### src/hw/rtl/rde_pkg.sv
// Shared types and constants for the radix digit encoder.
// Holds the word structs, the controller/datapath link and the register map.
// No dependencies.
package rde_pkg;

    // Input value and its division schedule
    localparam int VALUE_W     = 128;
    localparam int HALF_W      = 64;
    localparam int CHUNK_W     = 16;                   // dividend bits retired per chunk
    localparam int CHUNKS      = VALUE_W / CHUNK_W;
    localparam int STEPS       = 2 * CHUNKS;           // steps per digit: estimate, correct
    localparam int STEP_CNT_W  = $clog2(STEPS);
    localparam logic [STEP_CNT_W-1:0] STEP_LAST = STEP_CNT_W'(STEPS - 1);

    // Result fields
    localparam int DIGIT_W     = 18;
    localparam int POS_W       = 3;
    localparam int LIMIT_W     = 4;
    localparam logic [LIMIT_W-1:0] DIGIT_LIMIT_MAX = 4'd8;
    localparam logic [LIMIT_W-1:0] MAX_DIGITS_RESET = 4'd8;

    // Register map
    localparam int ADDR_W      = 3;
    localparam int DATA_W      = 32;
    localparam logic [0:0] REG_IDX_MAX_DIGITS = 1'b0;

    typedef struct packed {
        logic [HALF_W-1:0] value_high;
        logic [HALF_W-1:0] value_low;
    } in_word_t;

    typedef struct packed {
        logic [DIGIT_W-1:0] digit;
        logic [POS_W-1:0]   digit_position;
        logic               final_digit;
    } out_word_t;

    typedef struct packed {
        logic load;   // take a new value
        logic step;   // one division step
        logic emit;   // move the finished digit to the output register
    } rde_cmd_t;

    typedef struct packed {
        logic in_zero;
        logic limit_zero;
        logic div_done;
        logic out_free;
        logic last_digit;
    } rde_status_t;

endpackage

### src/hw/rtl/radix_digit_encoder_128.sv
// Top level of the radix digit encoder: APB register, controller, datapath.
// Depends on rde_pkg, rde_ctrl and rde_dpath.
//
// Usage:
//   s_ channel (valid/ready) takes one word: a 128-bit unsigned value as two
//   64-bit halves. m_ channel (valid/ready) returns one word per base-RADIX
//   digit, least significant first, with its position and a final marker.
//   The APB register max_digits (address 0, 4 bits, reset 8) caps the
//   digits per value; values above 8 act as 8. Write it only while idle.
// Operation:
//   Each digit takes a division over eight 16-bit chunks, each in an estimate
//   step (a reciprocal multiply estimates the chunk quotient) and a correct
//   step (a multiply-back corrects it by at most one), then an emit step that
//   loads the output register. The next word is taken only once the last
//   digit of a value has been emitted and the block is idle. A zero value or
//   a zero limit is taken and dropped without leaving idle.
// Stalls:
//   The output register holds a digit while m_ready is low; the next digit
//   is computed meanwhile and waits until the register frees up.
// Reset:
//   aresetn (synchronous, active low) returns the sequencer to idle, drops
//   any pending output and sets max_digits back to 8.
module radix_digit_encoder_128 #(
    parameter int RADIX = 150000
) (
    input  logic                          aclk,
    input  logic                          aresetn,
    // input words
    input  logic                          s_valid,
    output logic                          s_ready,
    input  rde_pkg::in_word_t             s_data,
    // result words
    output logic                          m_valid,
    input  logic                          m_ready,
    output rde_pkg::out_word_t            m_data,
    // configuration
    input  logic                          psel,
    input  logic                          penable,
    input  logic                          pwrite,
    input  logic [rde_pkg::ADDR_W-1:0]    paddr,
    input  logic [rde_pkg::DATA_W-1:0]    pwdata,
    output logic [rde_pkg::DATA_W-1:0]    prdata,
    output logic                          pready
);

    logic [rde_pkg::LIMIT_W-1:0] max_digits_reg;
    logic [rde_pkg::LIMIT_W-1:0] limit;
    logic                        reg_sel;
    rde_pkg::rde_cmd_t           cmd;
    rde_pkg::rde_status_t        status;

    // Register file: one register, word address taken from paddr[2]
    assign pready  = 1'b1;
    assign reg_sel = (paddr[2] == rde_pkg::REG_IDX_MAX_DIGITS);

    always_ff @(posedge aclk) begin
        if (!aresetn) begin
            max_digits_reg <= rde_pkg::MAX_DIGITS_RESET;
        end else if (psel && penable && pwrite && pready && reg_sel) begin
            max_digits_reg <= pwdata[rde_pkg::LIMIT_W-1:0];
        end
    end

    assign prdata = reg_sel ? rde_pkg::DATA_W'(max_digits_reg) : '0;

    // Clamp the limit to the most digits one value can produce
    assign limit = (max_digits_reg > rde_pkg::DIGIT_LIMIT_MAX) ? rde_pkg::DIGIT_LIMIT_MAX
                   : max_digits_reg;

    rde_ctrl u_ctrl (
        .aclk    (aclk),
        .aresetn (aresetn),
        .s_valid (s_valid),
        .s_ready (s_ready),
        .status  (status),
        .cmd     (cmd)
    );

    rde_dpath #(
        .RADIX (RADIX)
    ) u_dpath (
        .aclk    (aclk),
        .aresetn (aresetn),
        .s_data  (s_data),
        .limit   (limit),
        .cmd     (cmd),
        .status  (status),
        .m_valid (m_valid),
        .m_ready (m_ready),
        .m_data  (m_data)
    );

endmodule

### src/hw/rtl/rde_ctrl.sv
// Sequencer for the radix digit encoder.
// Drives load/step/emit commands from datapath status; uses rde_pkg.
module rde_ctrl (
    input  logic                 aclk,
    input  logic                 aresetn,
    input  logic                 s_valid,
    output logic                 s_ready,
    input  rde_pkg::rde_status_t status,
    output rde_pkg::rde_cmd_t    cmd
);

    typedef enum logic [2:0] {
        ST_IDLE = 3'b001,
        ST_DIV  = 3'b010,
        ST_EMIT = 3'b100
    } state_t;

    state_t state_reg, state_next;

    always_ff @(posedge aclk) begin
        if (!aresetn) begin
            state_reg <= ST_IDLE;
        end else begin
            state_reg <= state_next;
        end
    end

    always_comb begin
        state_next = state_reg;
        s_ready    = 1'b0;
        cmd        = '0;
        unique case (state_reg)
            ST_IDLE: begin
                s_ready  = 1'b1;
                cmd.load = s_valid;
                // zero value or zero limit: nothing to emit, stay put
                if (s_valid && !status.in_zero && !status.limit_zero) begin
                    state_next = ST_DIV;
                end
            end
            ST_DIV: begin
                cmd.step = 1'b1;
                if (status.div_done) begin
                    state_next = ST_EMIT;
                end
            end
            ST_EMIT: begin
                if (status.out_free) begin
                    cmd.emit   = 1'b1;
                    state_next = status.last_digit ? ST_IDLE : ST_DIV;
                end
            end
            default: begin
                state_next = ST_IDLE;
            end
        endcase
    end

endmodule

### src/hw/rtl/rde_dpath.sv
// Datapath for the radix digit encoder: long division by a constant base,
// one 16-bit chunk per estimate/correct step pair by reciprocal multiply, plus the result register.
// Uses rde_pkg.
module rde_dpath #(
    parameter int RADIX = 150000
) (
    input  logic                               aclk,
    input  logic                               aresetn,
    input  rde_pkg::in_word_t                  s_data,
    input  logic [rde_pkg::LIMIT_W-1:0]        limit,
    input  rde_pkg::rde_cmd_t                  cmd,
    output rde_pkg::rde_status_t               status,
    output logic                               m_valid,
    input  logic                               m_ready,
    output rde_pkg::out_word_t                 m_data
);

    localparam int REM_W   = $clog2(RADIX);
    localparam int PART_W  = REM_W + rde_pkg::CHUNK_W;
    localparam int PROD_W  = PART_W + rde_pkg::CHUNK_W;
    localparam int RECIP_W = rde_pkg::CHUNK_W + 1;
    // floor(2^PART_W / RADIX): the estimate is never above the true quotient
    // and falls short of it by at most one
    localparam logic [63:0]        RECIP_FULL = (64'd1 << PART_W) / 64'(RADIX);
    localparam logic [RECIP_W-1:0] RECIP      = RECIP_FULL[RECIP_W-1:0];
    localparam logic [PART_W-1:0]  RADIX_P    = PART_W'(RADIX);

    logic [rde_pkg::VALUE_W-1:0]     dividend_reg, dividend_next;
    logic [REM_W-1:0]                rem_reg, rem_next;
    logic [rde_pkg::CHUNK_W-1:0]     q_est_reg, q_est_next;
    logic [rde_pkg::STEP_CNT_W-1:0]  step_cnt_reg;
    logic [rde_pkg::POS_W-1:0]       digit_cnt_reg;
    logic                            m_valid_reg;
    rde_pkg::out_word_t              m_data_reg;

    logic                            fix_phase;
    logic [PART_W-1:0]               part;
    logic [PROD_W-1:0]               prod;
    logic [PART_W-1:0]               back;
    logic [PART_W-1:0]               diff;
    logic [rde_pkg::CHUNK_W-1:0]     q_chunk;
    logic                            quo_zero;
    logic                            limit_hit;

    // Partial dividend: running remainder above the top chunk
    assign part      = {rem_reg, dividend_reg[rde_pkg::VALUE_W-1 -: rde_pkg::CHUNK_W]};
    assign fix_phase = step_cnt_reg[0];

    // Estimate cycle: multiply by the reciprocal
    assign prod       = PROD_W'(part) * PROD_W'(RECIP);
    assign q_est_next = prod[PROD_W-1 -: rde_pkg::CHUNK_W];

    // Correct cycle: multiply back, subtract, bump the quotient by one if needed
    assign back = PART_W'(q_est_reg) * RADIX_P;
    assign diff = part - back;

    always_comb begin
        if (diff >= RADIX_P) begin
            q_chunk  = q_est_reg + rde_pkg::CHUNK_W'(1);
            rem_next = REM_W'(diff - RADIX_P);
        end else begin
            q_chunk  = q_est_reg;
            rem_next = diff[REM_W-1:0];
        end
    end

    assign dividend_next = {dividend_reg[rde_pkg::VALUE_W-rde_pkg::CHUNK_W-1:0], q_chunk};

    assign quo_zero  = (dividend_reg == '0);
    assign limit_hit = (({1'b0, digit_cnt_reg} + rde_pkg::LIMIT_W'(1)) == limit);

    assign status.in_zero    = (s_data == '0);
    assign status.limit_zero = (limit == '0);
    assign status.div_done   = (step_cnt_reg == rde_pkg::STEP_LAST);
    assign status.out_free   = !m_valid_reg || m_ready;
    assign status.last_digit = quo_zero || limit_hit;

    // Control counters and output valid
    always_ff @(posedge aclk) begin
        if (!aresetn) begin
            step_cnt_reg  <= '0;
            digit_cnt_reg <= '0;
            m_valid_reg   <= 1'b0;
        end else begin
            if (cmd.load) begin
                step_cnt_reg  <= '0;
                digit_cnt_reg <= '0;
            end else if (cmd.step) begin
                step_cnt_reg <= (step_cnt_reg == rde_pkg::STEP_LAST) ? '0
                                : step_cnt_reg + 1'b1;
            end else if (cmd.emit) begin
                digit_cnt_reg <= digit_cnt_reg + 1'b1;
            end

            if (cmd.emit) begin
                m_valid_reg <= 1'b1;
            end else if (m_ready) begin
                m_valid_reg <= 1'b0;
            end
        end
    end

    // Dividend, remainder, chunk estimate and result word
    always_ff @(posedge aclk) begin
        if (cmd.load) begin
            dividend_reg <= s_data;
            rem_reg      <= '0;
        end else if (cmd.step && !fix_phase) begin
            q_est_reg    <= q_est_next;
        end else if (cmd.step) begin
            dividend_reg <= dividend_next;
            rem_reg      <= rem_next;
        end else if (cmd.emit) begin
            rem_reg <= '0;
        end

        if (cmd.emit) begin
            m_data_reg.digit          <= rde_pkg::DIGIT_W'(rem_reg);
            m_data_reg.digit_position <= digit_cnt_reg;
            m_data_reg.final_digit    <= quo_zero || limit_hit;
        end
    end

    assign m_valid = m_valid_reg;
    assign m_data  = m_data_reg;

endmodule

### config.mk
export PLATFORM = sky130hd
export DESIGN_NAME = radix_digit_encoder_128
export DESIGN_NICKNAME = d
export VERILOG_FILES = /design/src/hw/rtl/rde_pkg.sv /design/src/hw/rtl/radix_digit_encoder_128.sv /design/src/hw/rtl/rde_ctrl.sv /design/src/hw/rtl/rde_dpath.sv
export SDC_FILE = /design/constraint.sdc
export NUM_CORES = 1
export LEC_CHECK = 0
export BUFFER_PORTS_ARGS = -buffer_cell sky130_fd_sc_hd__buf_2
export CAP_MARGIN = 20
export CORE_UTILIZATION = 56
export DETAILED_ROUTE_END_ITERATION = 16
export HOLD_SLACK_MARGIN = 0.12
export PLACE_DENSITY = 0.79
export SYNTH_ARGS = -nofsm -noshare
export SYNTH_HDL_FRONTEND = slang
export SYNTH_SLANG_ARGS = --single-unit
### constraint.sdc
create_clock -name aclk -period 8.8 [get_ports aclk]
set_input_delay 0 -clock aclk [delete_from_list [all_inputs] [get_ports aclk]]
set_output_delay 0 -clock aclk [all_outputs]
set_load 0.05 [all_outputs]
==> results of run 1 <==
[cell families after synthesis]
family | after synthesis
adders and majority gates | 627
and+or+nand+nor | 730
DFF | 199
muxes | 9
buffers and inverters | 595
other | 2
xor gates and xnor gates | 69
AOI/OAI and AO/OA | 302
[cell usage in the layout, fill, tap and decap left out, types with 33 or more instances in the layout]
master and count:
a21oi_1 72, dfxtp_1 33, buf_2 168, edfxtp_1 166
xnor2_1 39, fa_1 318, nor2_1 76, ha_1 296
nand2_1 415, o21ai_0 55, inv_1 508, nor4_1 64
buf_4 55, dlygate4sd3_1 140
[final cells by class]
cell class              count  area [um^2]
inverters                 524         1970
fillers                  3229        14300
diodes                      8         20.0
clock inverters            14          165
clock buffers              18          429
well taps                 585          732
multi-input cells        1767        16800
flip-flops and latches    199         5650
repair buffers            377         2820
[per-stage QoR]
stage | utilization | worst slack, ns
CTS | 0.653 | 0.0365
global route | 0.666 | -0.289
detailed placement | 0.605 | -0.169
finish | 0.666 | -0.0217
global placement | 0.605 | 0.126
floorplan | - | 0.473
[metal layers]
metal | global-route usage | share of wire | wire [um] | vias to the layer above
li1 | - | - | - | 8966
met2 | 0.533 | 0.48 | 34400 | 1093
met5 | 0.00556 | 0.00018 | 13 | -
met3 | 0.0872 | 0.088 | 6300 | 356
met1 | 0.388 | 0.37 | 26400 | 9778
met4 | 0.184 | 0.061 | 4350 | 2
[how the worst min path moves through the flow]
stage,startpoint,endpoint,slack [ns],depth (start not counted)
after floorplan,aresetn,max_digits_reg[3],0.06,1
after global placement,aresetn,max_digits_reg[3],0.23,2
after detailed placement,aresetn,max_digits_reg[3],0.24,2
after CTS,pwdata[3],max_digits_reg[3],0.25,4
after global routing,pwdata[3],max_digits_reg[3],0.32,4
final,s_data[31],u_dpath.dividend_reg[31],0.33,4
[timing repair]
action | 4_1_cts | 5_1_grt
setup buffers | 5 | 16
cloned | 0 | 1
endpoints found under the hold margin | 143 | 0
resized for setup | 9 | 88
hold buffers | 140 | 0
endpoints found under the setup margin | 25 | 30
pin swaps | 4 | 67
[worst max-delay path: cells and delay by family, from the launching register on]
family	cells	cell delay, ns
fa+ha+maj	8	3.20
compound gates	15	2.93
xor+xnor	1	0.10
simple gates	6	1.04
buf+inv	8	0.85
flops	1	0.45
==> run metrics, run 1 <==
placed inst area 26,000 um^2; DRC Markers 0; Non-Filler Instances 3,492; kind of critical path reg2reg; Core Box Area 43,000 um^2; top cells by area, synth fa_1, edfxtp_1, ha_1; post-synthesis sequential area ratio 0.232; fin nets 3,683; Synth Area in Compound Gates 0.0823; DP Cell Count 3,289; Yosys reg bits 199; Worst EP required 9.04 ns; vias in the first global route 20,600; leading area contributor after synthesis fa_1; layout cell share with drive strength beyond 1 0.126; Setup crit end kind flip-flop; DRT antenna net count 0; Fin Setup TNS -0.0344 ns; CTS Root Cell clkbuf_16; clock skew 0.0234 ns; synth cell count leaders inv_1, nand2_1, fa_1, ha_1, edfxtp_1; CP max-delay cell fa_1; Worst path most repeated cell inv_1; Reg2Reg Setup Slack -0.02 ns; Final setup viols 2; grt total ovfl 0; Syn. warnings 0; total CTS buffers 17; R2R Path End u_dpath.dividend_reg[8]; Distinct cells, synth 86; Synth Cell Area 24,400 um^2; CTS max path bufs 2; largest family of logic cells by synthesized area adder cells; Fmax 113 MHz; Post-DP HPWL 50.9 mm; EDFF count, synth 166; Worst-path clk slew 0.09 ns; largest net degree at the start of global routing 112; GRT Util Overall 0.326; Synth top area share 0.265; max_cap viols 0; Synth async-reset ratio 0; vias 20,200; cell area after layout 28,600 um^2; fin crit share 1.00; area share of fa/ha/maj cells after synthesis 0.421; Syn Inst Count 2,533; initial DRC count 1,979; die area 44,300 um^2; max reg flops 128; Syn-to-layout area delta 17.5%; WL final 71.4 mm; slowest stage delay, CP 0.54 ns; CTS tree yes; # rows 76; Max Slew Vio Count 0; initial antenna violation count 9; routed len/inst 20.5 um; Ports 227; crit path DAT 9.06 ns; final setup margin -0.0217 ns; CTS H-tree lvls 4; routability cong. 0.956; reg-to-reg startpoint u_dpath.q_est_reg[8]; Die W 211 um; unrepaired setup endpoints after global routing true; PortBufs 167; Main synth FF type edfxtp_1; clk sinks 199; R2R depth 38; Pre-antenna DRT Iters 6; crit start category flip-flop; violated checks setup timing; worst relative slew slack 0.276; worst-path fanout max 16; vias per cell 5.78; Least-Margin Pin Slew 1.09 ns; Avg Inst Size Synth 9.62 um^2; status complete, but fails checks; worst hold slack 0.333 ns; fin crit period 8.82 ns; Setup crit end u_dpath.dividend_reg[8]; count leader, synth inv_1; Worst-Skew Late Latency 0.51 ns; Fin. Hold Viols 0; Critical Path Start u_dpath.q_est_reg[8]; XOR/XNOR Fraction of Synth Area 0.0254; Die Y 211 um; simple-gate portion of the synthesized area 0.138; mux contribution to synthesized area 0.00380; first-pass GRT wire length 109 mm; Starting Density 0.567; Hold WC Path Type in2reg
Power of run 1 is left out: the tool's default activity adds up to more than one toggle a clock period on the data nets, which glitch-free logic cannot reach.
==> run 2: changes to the inputs <==
CORE_ASPECT_RATIO = 2   (was not set)
==> run metrics, run 2 (synthesized netlist as in run 1, its figures left out) <==
status completed (was complete, but fails checks); Fin. Hold Viols 0 (unchanged); max reg flops 128 (unchanged); fillers 3,127 (was 3,229); Post-DP HPWL 58.1 mm (was 50.9 mm); unrepaired setup endpoints after global routing true (unchanged); layout cell share with drive strength beyond 1 0.127 (was 0.126); PortBufs 167 (unchanged); kind of critical path reg2reg (unchanged); worst-path fanout max 8 (was 16); worst relative slew slack 0.293 (was 0.276); most common cell after layout, fill and taps aside inv_1 (unchanged); vias per cell 5.89 (was 5.78); CP max-delay cell fa_1 (unchanged); Worst-path clk slew 0.09 ns (about the same); DRT antenna net count 0 (unchanged); CTS max path bufs 2 (unchanged); CTS Root Cell clkbuf_16 (unchanged); hold path cells 5 (was 4); clock skew 0.0260 ns (was 0.0234 ns); Die W 149 um (was 211 um); min-delay src s_valid (was s_data[31]); Worst path most repeated cell fa_1 (was inv_1); GRT Util Overall 0.368 (was 0.326); initial antenna violation count 8 (was 9); die area 44,400 um^2 (was 44,300 um^2); Die Y 297 um (was 211 um); R2R depth 37 (was 38); Worst-Skew Late Latency 0.46 ns (was 0.51 ns); Worst EP required 8.98 ns (was 9.04 ns); # rows 107 (was 76); Least-Margin Pin Slew 1.05 ns (was 1.09 ns); clk sinks 199 (unchanged); total CTS buffers 17 (unchanged); Hold WC Path Type in2reg (unchanged); Setup crit end kind flip-flop (unchanged); most frequent cells in the layout inv_1, nand2_1, fa_1 (unchanged); crit path DAT 8.89 ns (was 9.06 ns); WL final 78.4 mm (was 71.4 mm); Reg2Reg Setup Slack 0.08 ns (was -0.02 ns); CTS tree yes (unchanged); grt total ovfl 0 (unchanged); Min-Delay Endpoint u_ctrl.state_reg[1] (was u_dpath.dividend_reg[31]); initial DRC count 1,363 (was 1,979); slowest stage delay, CP 0.58 ns (was 0.54 ns); crit start category flip-flop (unchanged); Starting Density 0.571 (was 0.567); fin nets 3,686 (was 3,683); Core Box Area 42,700 um^2 (was 43,000 um^2); CTS H-tree lvls 4 (unchanged); Final setup viols 0 (was 2); vias in the first global route 21,900 (was 20,600); max_cap viols 0 (unchanged); fin crit period 8.72 ns (was 8.82 ns); Pre-antenna DRT Iters 7 (was 6); Max Slew Vio Count 0 (unchanged); routed len/inst 22.7 um (was 20.5 um); Syn-to-layout area delta 17.4% (was 17.5%); vias 20,300 (was 20,200); fin crit share 0.990 (was 1.00); Fmax 115 MHz (was 113 MHz); Ports 227 (unchanged); R2R Path End u_dpath.dividend_reg[10] (was u_dpath.dividend_reg[8]); reg-to-reg startpoint u_dpath.q_est_reg[7] (was u_dpath.q_est_reg[8]); largest net degree at the start of global routing 86 (was 112); routability cong. 0.984 (was 0.956); DRC Markers 0 (unchanged); first-pass GRT wire length 120 mm (was 109 mm); Fin Setup TNS 0 ns (was -0.0344 ns)
==> run 2: cell count changes in the layout (fill, tap and decap cells not counted), moves of 4 or more <==
cell and change:
buf_6 -5, buf_4 +9, a21oi_1 +4, inv_2 -4
==> run 2: layer usage <==
layer / GRT usage / routed length [um]
met2: 0.636 / 40000
met4: 0.329 / 8950
met1: 0.350 / 23300
met3: 0.0962 / 6060
met5: 0 / 52
==> run 2: cell type report <==
class / count / area [um^2] / share of cell area
antenna: 5 / 12.5 / 0.000437
clock buffer: 18 / 429 / 0.0150
timing repair buffer: 381 / 2840 / 0.0992
clock inverter: 14 / 191 / 0.00669
sequential: 199 / 5650 / 0.197
inverter: 524 / 1970 / 0.0689
tap: 545 / 682 / 0.0238
multi-input combinational: 1766 / 16800 / 0.588
==> run 2: worst max-delay path, delay by kind of cell (launching register included) <==
family	cells	cell delay (ns)
AND/OR/NAND/NOR	6	1.09
flip-flops	1	0.42
buffers and inverters	6	0.64
XOR/XNOR	1	0.15
adder cells (fa/ha/maj)	8	3.13
AO/OA/AOI/OAI	16	2.97
==> run 2: repair_timing <==
item                       4_1_cts  5_1_grt
gates resized for setup          1       89
pin swaps                        0       59
setup endpoints to repair        2       30
hold buffers                   137        0
hold endpoints to repair       143        0
cloned                           0        1
buffers inserted                 0       20
==> run 2: metrics by stage <==
stage / utilization / cells / hold slack [ns] / setup WS, ns / instance area [um^2]
floorplan: - / 2560 / 0.0619 / 0.473 / 24500
global placement: 0.609 / 3254 / 0.233 / 0.227 / 26000
detailed placement: 0.609 / 3254 / 0.252 / 0.0278 / 26000
CTS: 0.656 / 3423 / 0.138 / -0.0299 / 28000
global route: 0.670 / 3449 / 0.177 / -0.316 / 28600
finish: 0.670 / 3452 / 0.150 / 0.0850 / 28600
==> run 2: how the worst max path moves through the flow <==
stage	from	endpoint	slack [ns]	cells after the start
after floorplan	u_dpath.q_est_reg[11]	u_dpath.dividend_reg[0]	0.47	36
after global placement	u_dpath.q_est_reg[9]	u_dpath.rem_reg[10]	0.23	35
after detailed placement	u_dpath.q_est_reg[9]	u_dpath.rem_reg[17]	0.03	36
after CTS	u_dpath.q_est_reg[9]	u_dpath.rem_reg[17]	-0.03	36
after global routing	u_dpath.q_est_reg[7]	u_dpath.dividend_reg[6]	-0.32	37
final	u_dpath.q_est_reg[7]	u_dpath.dividend_reg[10]	0.08	37
Power of run 2 is left out for the same reason.
